### src/hw/rtl/nearest_texture_sampler_assert.svh
// Assertion macros shared by the sampler RTL.
// Both forms sample on the rising edge of clk and are disabled while rst_n is low.
`ifndef NEAREST_TEXTURE_SAMPLER_ASSERT_SVH
`define NEAREST_TEXTURE_SAMPLER_ASSERT_SVH

// The consequent must hold in the same cycle as the antecedent.
`define NTS_ASSERT_SAME(label, ante, cons, msg) \
  label: assert property (@(posedge clk) disable iff (!rst_n) (ante) |-> (cons)) \
    else $error(msg);

// The consequent must hold in the cycle after the antecedent.
`define NTS_ASSERT_NEXT(label, ante, cons, msg) \
  label: assert property (@(posedge clk) disable iff (!rst_n) (ante) |=> (cons)) \
    else $error(msg);

`endif

### src/hw/rtl/nts_pkg.sv
package nts_pkg;

  localparam int ADDR_W        = 12;
  localparam int STORE_DEPTH   = 4096;
  localparam int DATA_W        = 32;
  localparam int COORD_W       = 24;
  localparam int SIZE_REG_W    = 7;
  localparam int MODE_W        = 2;
  localparam int CFG_IDX_W     = 2;
  localparam int CFG_DATA_W    = 7;
  localparam int IN_TDATA_W    = 96;
  localparam int OUT_TDATA_W   = 32;
  localparam int MAX_DIM_DEF   = 64;
  localparam int FRAC_BITS_DEF = 16;

  typedef enum logic [MODE_W-1:0] {
    ADDR_REPEAT = 2'd0,
    ADDR_MIRROR = 2'd1,
    ADDR_CLAMP  = 2'd2
  } addr_mode_t;

  typedef enum logic [CFG_IDX_W-1:0] {
    REG_TEX_WIDTH  = 2'd0,
    REG_TEX_HEIGHT = 2'd1,
    REG_MODE_U     = 2'd2,
    REG_MODE_V     = 2'd3
  } cfg_reg_t;

  typedef enum logic {
    OP_WRITE  = 1'b0,
    OP_SAMPLE = 1'b1
  } opcode_t;

endpackage

### src/hw/rtl/nts_coord.sv
module nts_coord #(
  parameter int FRAC_BITS = nts_pkg::FRAC_BITS_DEF,
  parameter int MAX_DIM   = nts_pkg::MAX_DIM_DEF
) (
  input  logic                                           clk,
  input  logic                                           adv,
  input  logic signed [nts_pkg::COORD_W-1:0]             coord,
  input  nts_pkg::addr_mode_t                            mode,
  input  logic [$clog2(MAX_DIM+1)-1:0]                   size,
  output logic [((MAX_DIM > 1) ? $clog2(MAX_DIM) : 1)-1:0] texel_r
);
  import nts_pkg::*;

  localparam int WB = FRAC_BITS + 1;
  localparam int EW = (FRAC_BITS + 2 > COORD_W) ? FRAC_BITS + 2 : COORD_W;
  localparam int DW = $clog2(MAX_DIM + 1);
  localparam int TW = (MAX_DIM > 1) ? $clog2(MAX_DIM) : 1;
  localparam int PW = WB + DW;

  localparam logic [WB:0]          ONE_X = (WB + 1)'(1) << FRAC_BITS;
  localparam logic [WB:0]          TWO_X = (WB + 1)'(1) << (FRAC_BITS + 1);
  localparam logic signed [EW-1:0] ONE_E = EW'(1) << FRAC_BITS;

  logic signed [EW-1:0] ext;
  logic [WB:0]          fold;
  logic [WB:0]          fold_back;
  logic [WB-1:0]        wrap;
  logic [WB-1:0]        wrap_r;
  logic [PW-1:0]        prod;
  logic [DW-1:0]        pos;
  logic [DW-1:0]        lim;

  assign ext       = EW'(coord);
  assign fold      = {1'b0, ext[FRAC_BITS:0]};
  assign fold_back = TWO_X - fold;

  // Wrap the coordinate into 0..1 with one integer bit kept for the value one.
  always_comb begin
    case (mode)
      ADDR_REPEAT: begin
        wrap = {1'b0, ext[FRAC_BITS-1:0]};
      end
      ADDR_MIRROR: begin
        wrap = (fold <= ONE_X) ? fold[WB-1:0] : fold_back[WB-1:0];
      end
      default: begin
        if (ext < 0) begin
          wrap = '0;
        end else if (ext > ONE_E) begin
          wrap = ONE_X[WB-1:0];
        end else begin
          wrap = ext[WB-1:0];
        end
      end
    endcase
  end

  assign prod = PW'(wrap_r) * PW'(size);
  assign pos  = prod[FRAC_BITS +: DW];
  assign lim  = size - DW'(1);

  always_ff @(posedge clk) begin
    if (adv) begin
      wrap_r  <= wrap;
      texel_r <= (pos > lim) ? TW'(lim) : TW'(pos);
    end
  end

endmodule

### config.mk
export PLATFORM = sky130hd
export DESIGN_NAME = nts_coord
export DESIGN_NICKNAME = d
export VERILOG_FILES = /design/src/hw/rtl/nearest_texture_sampler_assert.svh /design/src/hw/rtl/nts_pkg.sv /design/src/hw/rtl/nts_coord.sv
export SDC_FILE = /design/constraint.sdc
export NUM_CORES = 1
export LEC_CHECK = 0
export BUFFER_PORTS_ARGS = -buffer_cell sky130_fd_sc_hd__clkbuf_2
export CELL_PAD_IN_SITES_DETAIL_PLACEMENT = 1
export CELL_PAD_IN_SITES_GLOBAL_PLACEMENT = 1
export CORE_MARGIN = 4
export CORE_UTILIZATION = 44
export DETAILED_ROUTE_END_ITERATION = 7
export PLACE_DENSITY = 0.86
export SLEW_MARGIN = 0
export SYNTH_ARGS = -nofsm -noshare
export SYNTH_HDL_FRONTEND = slang
export SYNTH_SLANG_ARGS = --single-unit
### constraint.sdc
create_clock -name clk -period 5.75 [get_ports clk]
set_clock_uncertainty 0.05 [all_clocks]
set_input_delay 0.2875 -clock clk [delete_from_list [all_inputs] [get_ports clk]]
set_output_delay 0.2875 -clock clk [all_outputs]
set_load 0.02 [all_outputs]
==> metrics.md, run 1 <==
| Metric | Value |
|---|---|
| Outcome | `finished, violations left` |
| Failing checks | `negative setup slack` |
| Dominant cell type by area after synthesis | `fa_1` |
| Total gr overflow | `0` |
| Top post-synthesis cells by area | `fa_1 (29%), edfxtp_1 (14%), ha_1 (12%)` |
| Rel. slew slack | `35.16%` |
| Mapped Nets | `688` |
| Crit share post-route | `111.0%` |
| Worst R2R Path Depth | `21` |
| TritonCTS Sinks | `23` |
| WHS | `0.2883 ns` |
| I/O pin count | `41` |
| Initial core utilization | `44.98%` |
| Wirelength, routed | `19560 µm` |
| CP max-delay cell | `fa_1` |
| Fin nets | `812` |
| Die X | `113.5 µm` |
| Post-Place Cell Area | `0.005635 mm²` |
| Unrepaired setup endpoints after global routing | `true` |
| Clock root cell | `clkbuf_8` |
| Top FF cell, synth | `edfxtp_1` |
| Sequential share of the synthesized area | `14.10%` |
| Min-Delay Path Class | `in -> reg` |
| RePlAce Congestion | `0.8507` |
| Cells after Synth | `534` |
| Final setup viols | `6` |
| CP dominant cell by count | `fa_1` |
| Worst-skew pair later-pin latency | `0.30 ns` |
| Die area | `0.01288 mm²` |
| Vias in the first global route | `5299` |
| Cell Pwr Density | `605.6 mW/mm²` |
| Clock Path Buffers | `2` |
| Ys async rst share | `0%` |
| Share of cells above drive strength 1 | `35.01%` |
| Post-route cell area | `0.006465 mm²` |
| First-pass GRT wire length | `28450 µm` |
| Avg Inst Size Synth | `9.171 µm²` |
| Peak supply drop | `0.4135 mV` |
| Initial DRC count | `290` |
| Pin count of the biggest net entering global routing | `24` |
| CTS tree | `done` |
| CP cell instances | `buf_4 > and2_1 > fa_1 > fa_1 > fa_1 > inv_1 > fa_1 > inv_1 > ha_2 > buf_4 > a21oi_2 > o21ai_1 > a221oi_2 > o31ai_2 > xor2_1 > ha_1 > a21oi_2 > nor2_1 > a211o_1 > o22a_4 > o31ai_2` |
| Top Family by Delay on Critical Path | `adder cells` |
| WL/cell | `24.54 µm` |
| Input/output buffers | `40` |
| Post-synth top area share | `29.43%` |
| Tot GR Track Use | `28.33%` |
| Crit path max fanout | `6` |
| Synth Register Bits | `23` |
| Hold Path Depth | `2` |
| Vias per cell | `5.895` |
| CP Capture Type | `register` |
| Synth cell types | `51` |
| Final Critical Period | `6.384 ns` |
| Worst endpoint data arrival time | `6.41 ns` |
| Bufs and invs on worst path | `4` |
| CTS Buf Count | `3` |
| Setup TNS | `-3.097 ns` |
| Post-synth EDFFs | `23` |
| FP Rows | `38` |
| H-tree depth | `1` |
| Post-DP HPWL | `11540 µm` |
| Via Count | `4698` |
| Clock slew seen by the registers of the worst setup and hold paths | `0.11 ns` |
| Setup ws final | `-0.6342 ns` |
| Area Growth Syn to Fin | `32.01%` |
| Routed Antenna Nets | `0` |
| Antenna Diode Count | `0` |
| Crit path launch type | `register` |
| Post-Place Worst Slack | `-0.4976 ns` |
| Pleak | `3.069 nW` |
| Remaining DRCs | `0` |
| Max-cap violations | `0` |
| Initial antenna violation count | `0` |
| Slowest Stage Delay on Critical Path | `0.62 ns` |
| First-pass DRT Iterations | `5` |
| Cell area after synthesis | `0.004897 mm²` |
| Die height | `113.5 µm` |
| Total Power | `3.915 mW` |
| Slew @ Worst Pin | `0.9726 ns` |
| Pins Over Slew Limit | `0` |
| Type of the worst setup path | `reg -> reg` |
| Crit path depth | `21` |
| Yosys warns | `0` |
| Req. time, crit path | `5.78 ns` |
| Peak Freq | `156.6 MHz` |
| CORE AREA | `0.01089 mm²` |
| Final Hold Vio Count | `0` |
[cell usage after synthesis (all sizes together), types with 6 or more instances]
| library cell | instances |
|---|---|
| and2 | 86 |
| inv | 79 |
| fa | 72 |
| nand2 | 58 |
| ha | 47 |
| edfxtp | 23 |
| o21ai | 19 |
| clkbuf | 14 |
| nand3 | 13 |
| a21oi | 11 |
| xnor2 | 10 |
| o31ai | 9 |
| mux2i | 8 |
| nor3 | 8 |
| nor2 | 6 |
| o21a | 6 |
| or3 | 6 |
[sequential cells by signal, summed over array words and instances (netlist names)]
name	flops
texel_r	6
wrap_r	17
[worst paths after layout]
kind | end | from | slack, ns
min | wrap_r[0] | coord[0] | 0.29
max reg2reg | texel_r[5] | wrap_r[10] | -0.63
min reg2reg | texel_r[0] | wrap_r[15] | 1.67
max | texel_r[5] | wrap_r[10] | -0.63
[worst reg2reg max path, stage by stage (launching register included)]
cell and delay (ns):
edfxtp_1 0.51, buf_4 0.19, and2_1 0.18, fa_1 0.57, fa_1 0.47, fa_1 0.62, inv_1 0.12, fa_1 0.61
inv_1 0.08, ha_2 0.20, buf_4 0.15, a21oi_2 0.20, o21ai_1 0.14, a221oi_2 0.39, o31ai_2 0.15, xor2_1 0.19
ha_1 0.23, a21oi_2 0.14, nor2_1 0.07, a211o_1 0.32, o22a_4 0.25, o31ai_2 0.34
[routing by layer]
| metal | GRT usage (%) | up-vias | share of wire (%) |
|---|---|---|---|
| li1 | - | 2008 | - |
| met1 | 32.89 | 2373 | 37 |
| met2 | 51.75 | 225 | 52 |
| met3 | 3.395 | 92 | 5.5 |
| met4 | 13.30 | 0 | 6.3 |
| met5 | 0 | - | 0 |
[cell families (layout without fill, tap and decap cells)]
logic type | Yosys count | in the layout | synth area share (%)
XOR/XNOR | 12 | 12 | 2.146
adder cells (fa/ha/maj) | 119 | 119 | 41.44
AND/OR/NAND/NOR | 201 | 201 | 22.59
buffers and inverters | 96 | 218 | 7.537
flip-flops | 23 | 23 | 14.10
AO/OA/AOI/OAI | 75 | 76 | 10.55
multiplexers | 8 | 8 | 1.635
[placed cells by master, fill, tap and decap left out, types with 20 or more instances in the layout]
master    synthesis  layout
clkbuf_2          0      40
edfxtp_1         23      23
buf_4             0      86
inv_1            79      67
fa_1             72      68
and2_1           84      66
ha_1             47      32
nand2_1          58      56
and2_4            0      20
[metrics by stage]
step / std cells / util, %
global route: 797 / 59.38
detailed placement: 747 / 51.76
CTS: 785 / 57.40
floorplan: 534 / -
global placement: 747 / 51.76
finish: 797 / 59.38
[cell type report]
cell class / count / area (µm²)
Fill cell: 1230 / 4423
Sequential cell: 23 / 690.7
Inverter: 79 / 296.5
Clock buffer: 3 / 41.29
Multi-Input combinational cell: 416 / 4307
Tap cell: 140 / 175.2
Timing Repair Buffer: 135 / 947.2
Clock inverter: 1 / 7.507
[report_power, final]
part	internal [mW]	total, mW	switching (mW)	leakage [nW]
Clock	0.0496	0.122	0.0728	0.0217
Combinational	1.61	3.51	1.91	2.82
Sequential	0.252	0.279	0.0275	0.223
Total	1.91	3.92	2.01	3.07
[timing repair]
action,4_1_cts,5_1_grt
gates cloned,1,0
gates resized for setup,76,30
hold buffers,0,0
setup endpoints to repair,6,6
pin swaps,66,29
setup buffers,33,12
Note: power is estimated with default switching activity, not from simulation.
==> inputs of run 2 (changes only) <==
GPL_TIMING_DRIVEN = 0   (was not set)
==> run 2 against run 1 <==
  * Hold slack lost 0.019 ns
  * The run still ends with negative setup slack left
  * Cell area decreased by 4.1%
  * Register-to-register slack gained 0.09 ns
  * Critical path type unchanged
  * Largest cell class unchanged
  * Global-route usage is 2.8 points lower
  * Wire length fell by 2.1%
==> metrics.md, run 2 (same netlist as run 1, synthesis figures left out) <==
| Metric | Value |
|---|---|
| Final Hold Vio Count | `0` |
| Antenna Diode Count | `0` |
| Clock root cell | `clkbuf_8` |
| TritonCTS Sinks | `23` |
| Initial DRC count | `261` |
| Setup ws final | `-0.5394 ns` |
| Tot GR Track Use | `25.58%` |
| I/O pin count | `41` |
| Post-CTS Hold Buffers | `0` |
| WL/cell | `24.99 µm` |
| Placed Cells | `711` |
| Failing checks | `negative setup slack` |
| Area Growth Syn to Fin | `26.55%` |
| Worst endpoint data arrival time | `6.35 ns` |
| CP cell instances | `buf_6 > and2_4 > fa_1 > fa_1 > fa_1 > inv_1 > fa_1 > inv_1 > ha_4 > and3_4 > and2_4 > a22oi_2 > buf_6 > a211oi_1 > o21a_1 > nor2_1 > ha_1 > nor2b_1 > o21ai_0 > a21oi_1 > o22a_2 > buf_8 > o41ai_2` |
| Fin util | `56.92%` |
| Slowest Stage Delay on Critical Path | `0.60 ns` |
| Die area | `0.01288 mm²` |
| Max-cap violations | `0` |
| Type of the worst setup path | `reg -> reg` |
| Clock slew seen by the registers of the worst setup and hold paths | `0.11 ns` |
| Outcome | `finished, violations left` |
| Via Count | `4604` |
| Initial core utilization | `44.98%` |
| Crit path max fanout | `5` |
| Largest register by flop count | `wrap_r` |
| Crit path launch type | `register` |
| Crit share post-route | `109.4%` |
| Die height | `113.5 µm` |
| Routed Antenna Nets | `0` |
| H-tree depth | `1` |
| Final setup viols | `6` |
| Worst Setup EP | `texel_r[4]` |
| Vias in the first global route | `4968` |
| Most frequent cells in the layout | `and2_1 (72), fa_1 (69), inv_1 (68), nand2_1 (55), buf_4 (46)` |
| RePlAce Congestion | `0.9052` |
| CTS Buf Count | `3` |
| Final Critical Period | `6.289 ns` |
| Die X | `113.5 µm` |
| Commonest non-fill, non-tap cell in the layout | `and2_1` |
| Share of cells above drive strength 1 | `29.71%` |
| Worst-skew pair later-pin latency | `0.30 ns` |
| Pleak | `2.926 nW` |
| Total Power | `3.453 mW` |
| Max reg flops | `17` |
| CP Launch Point | `wrap_r[9]` |
| Post-DP HPWL | `10850 µm` |
| Worst R2R Path Depth | `23` |
| CORE AREA | `0.01089 mm²` |
| Post-route cell area | `0.006197 mm²` |
| Post-Place Cell Area | `0.005349 mm²` |
| Cell Pwr Density | `557.2 mW/mm²` |
| Input/output buffers | `37` |
| Peak supply drop | `0.2873 mV` |
| Unrepaired setup endpoints after global routing | `true` |
| CTS tree | `done` |
| Fin nets | `781` |
| Vias per cell | `6.010` |
| Clock Path Buffers | `2` |
| Worst r2r dst | `texel_r[4]` |
| CP dominant cell by count | `fa_1` |
| Final cell count without fillers | `766` |
| Pin count of the biggest net entering global routing | `24` |
| Min-Delay Path Class | `in -> reg` |
| R2r setup slk | `-0.54 ns` |
| Pins Over Slew Limit | `0` |
| Rel. slew slack | `54.80%` |
| Wirelength, routed | `19140 µm` |
| CP Capture Type | `register` |
| Initial antenna violation count | `0` |
| Req. time, crit path | `5.82 ns` |
| First-pass DRT Iterations | `5` |
| First-pass GRT wire length | `25590 µm` |
| Peak Freq | `159.0 MHz` |
| WHS | `0.2692 ns` |
| FP Rows | `38` |
| Top Registers | `wrap_r: 17 flops, texel_r: 6 flops` |
| Total gr overflow | `0` |
| Slew @ Worst Pin | `0.6780 ns` |
| Remaining DRCs | `0` |
| Reg2reg start | `wrap_r[9]` |
| CP max-delay cell | `fa_1` |
==> run 2: report_power, final <==
part	switching (mW)	internal, mW
clock	0.0733	0.0497
sequential	0.0299	0.252
combinational	1.67	1.38
total	1.78	1.68
==> run 2: timing repair <==
action,in CTS,in global routing
gates resized for setup,46,58
cloned,1,0
buffers inserted,25,28
pin swaps,21,54
setup endpoints to repair,6,6
==> run 2: worst max-delay path, delay by kind of cell (launching register included) <==
family / cells / cell delay (ns)
buf+inv: 5 / 0.63
compound gates: 7 / 1.48
fa+ha+maj: 6 / 2.71
flops: 1 / 0.50
simple gates: 5 / 0.72
==> run 2: worst min path at each step <==
stage	from	to	slack, ns	cells after the start
global route	coord[0]	wrap_r[0]	0.30	2
detailed placement	coord[0]	wrap_r[0]	0.57	2
finish	coord[0]	wrap_r[0]	0.27	2
CTS	coord[0]	wrap_r[0]	0.27	2
global placement	coord[0]	wrap_r[0]	0.56	2
floorplan	adv	texel_r[0]	0.35	0
==> run 2: final cells by class <==
cell class / count / area [µm²]
Fill cell: 1209 / 4691
Multi-Input combinational cell: 415 / 4248
Sequential cell: 23 / 690.7
Timing Repair Buffer: 91 / 624.3
Inverter: 79 / 296.5
Tap cell: 140 / 175.2
Buffer: 14 / 113.9
Clock buffer: 3 / 41.29
Clock inverter: 1 / 7.507
==> run 2: routing by layer <==
layer / track usage (%) / up-vias / routed length, µm
li1: - / 1941 / -
met2: 47.43 / 249 / 9967
met4: 12.42 / 0 / 1169
met5: 0 / - / 0
met3: 3.077 / 94 / 998
met1: 28.89 / 2320 / 7007
==> run 2: stage by stage <==
step                      setup TNS, ns  worst slack, ns
after floorplan                       0        0.0008642
after global placement           -4.632          -0.8099
after detailed placement         -5.887           -1.055
after CTS                       -0.7179          -0.1412
after global routing             -3.522          -0.6206
final                            -3.024          -0.5394
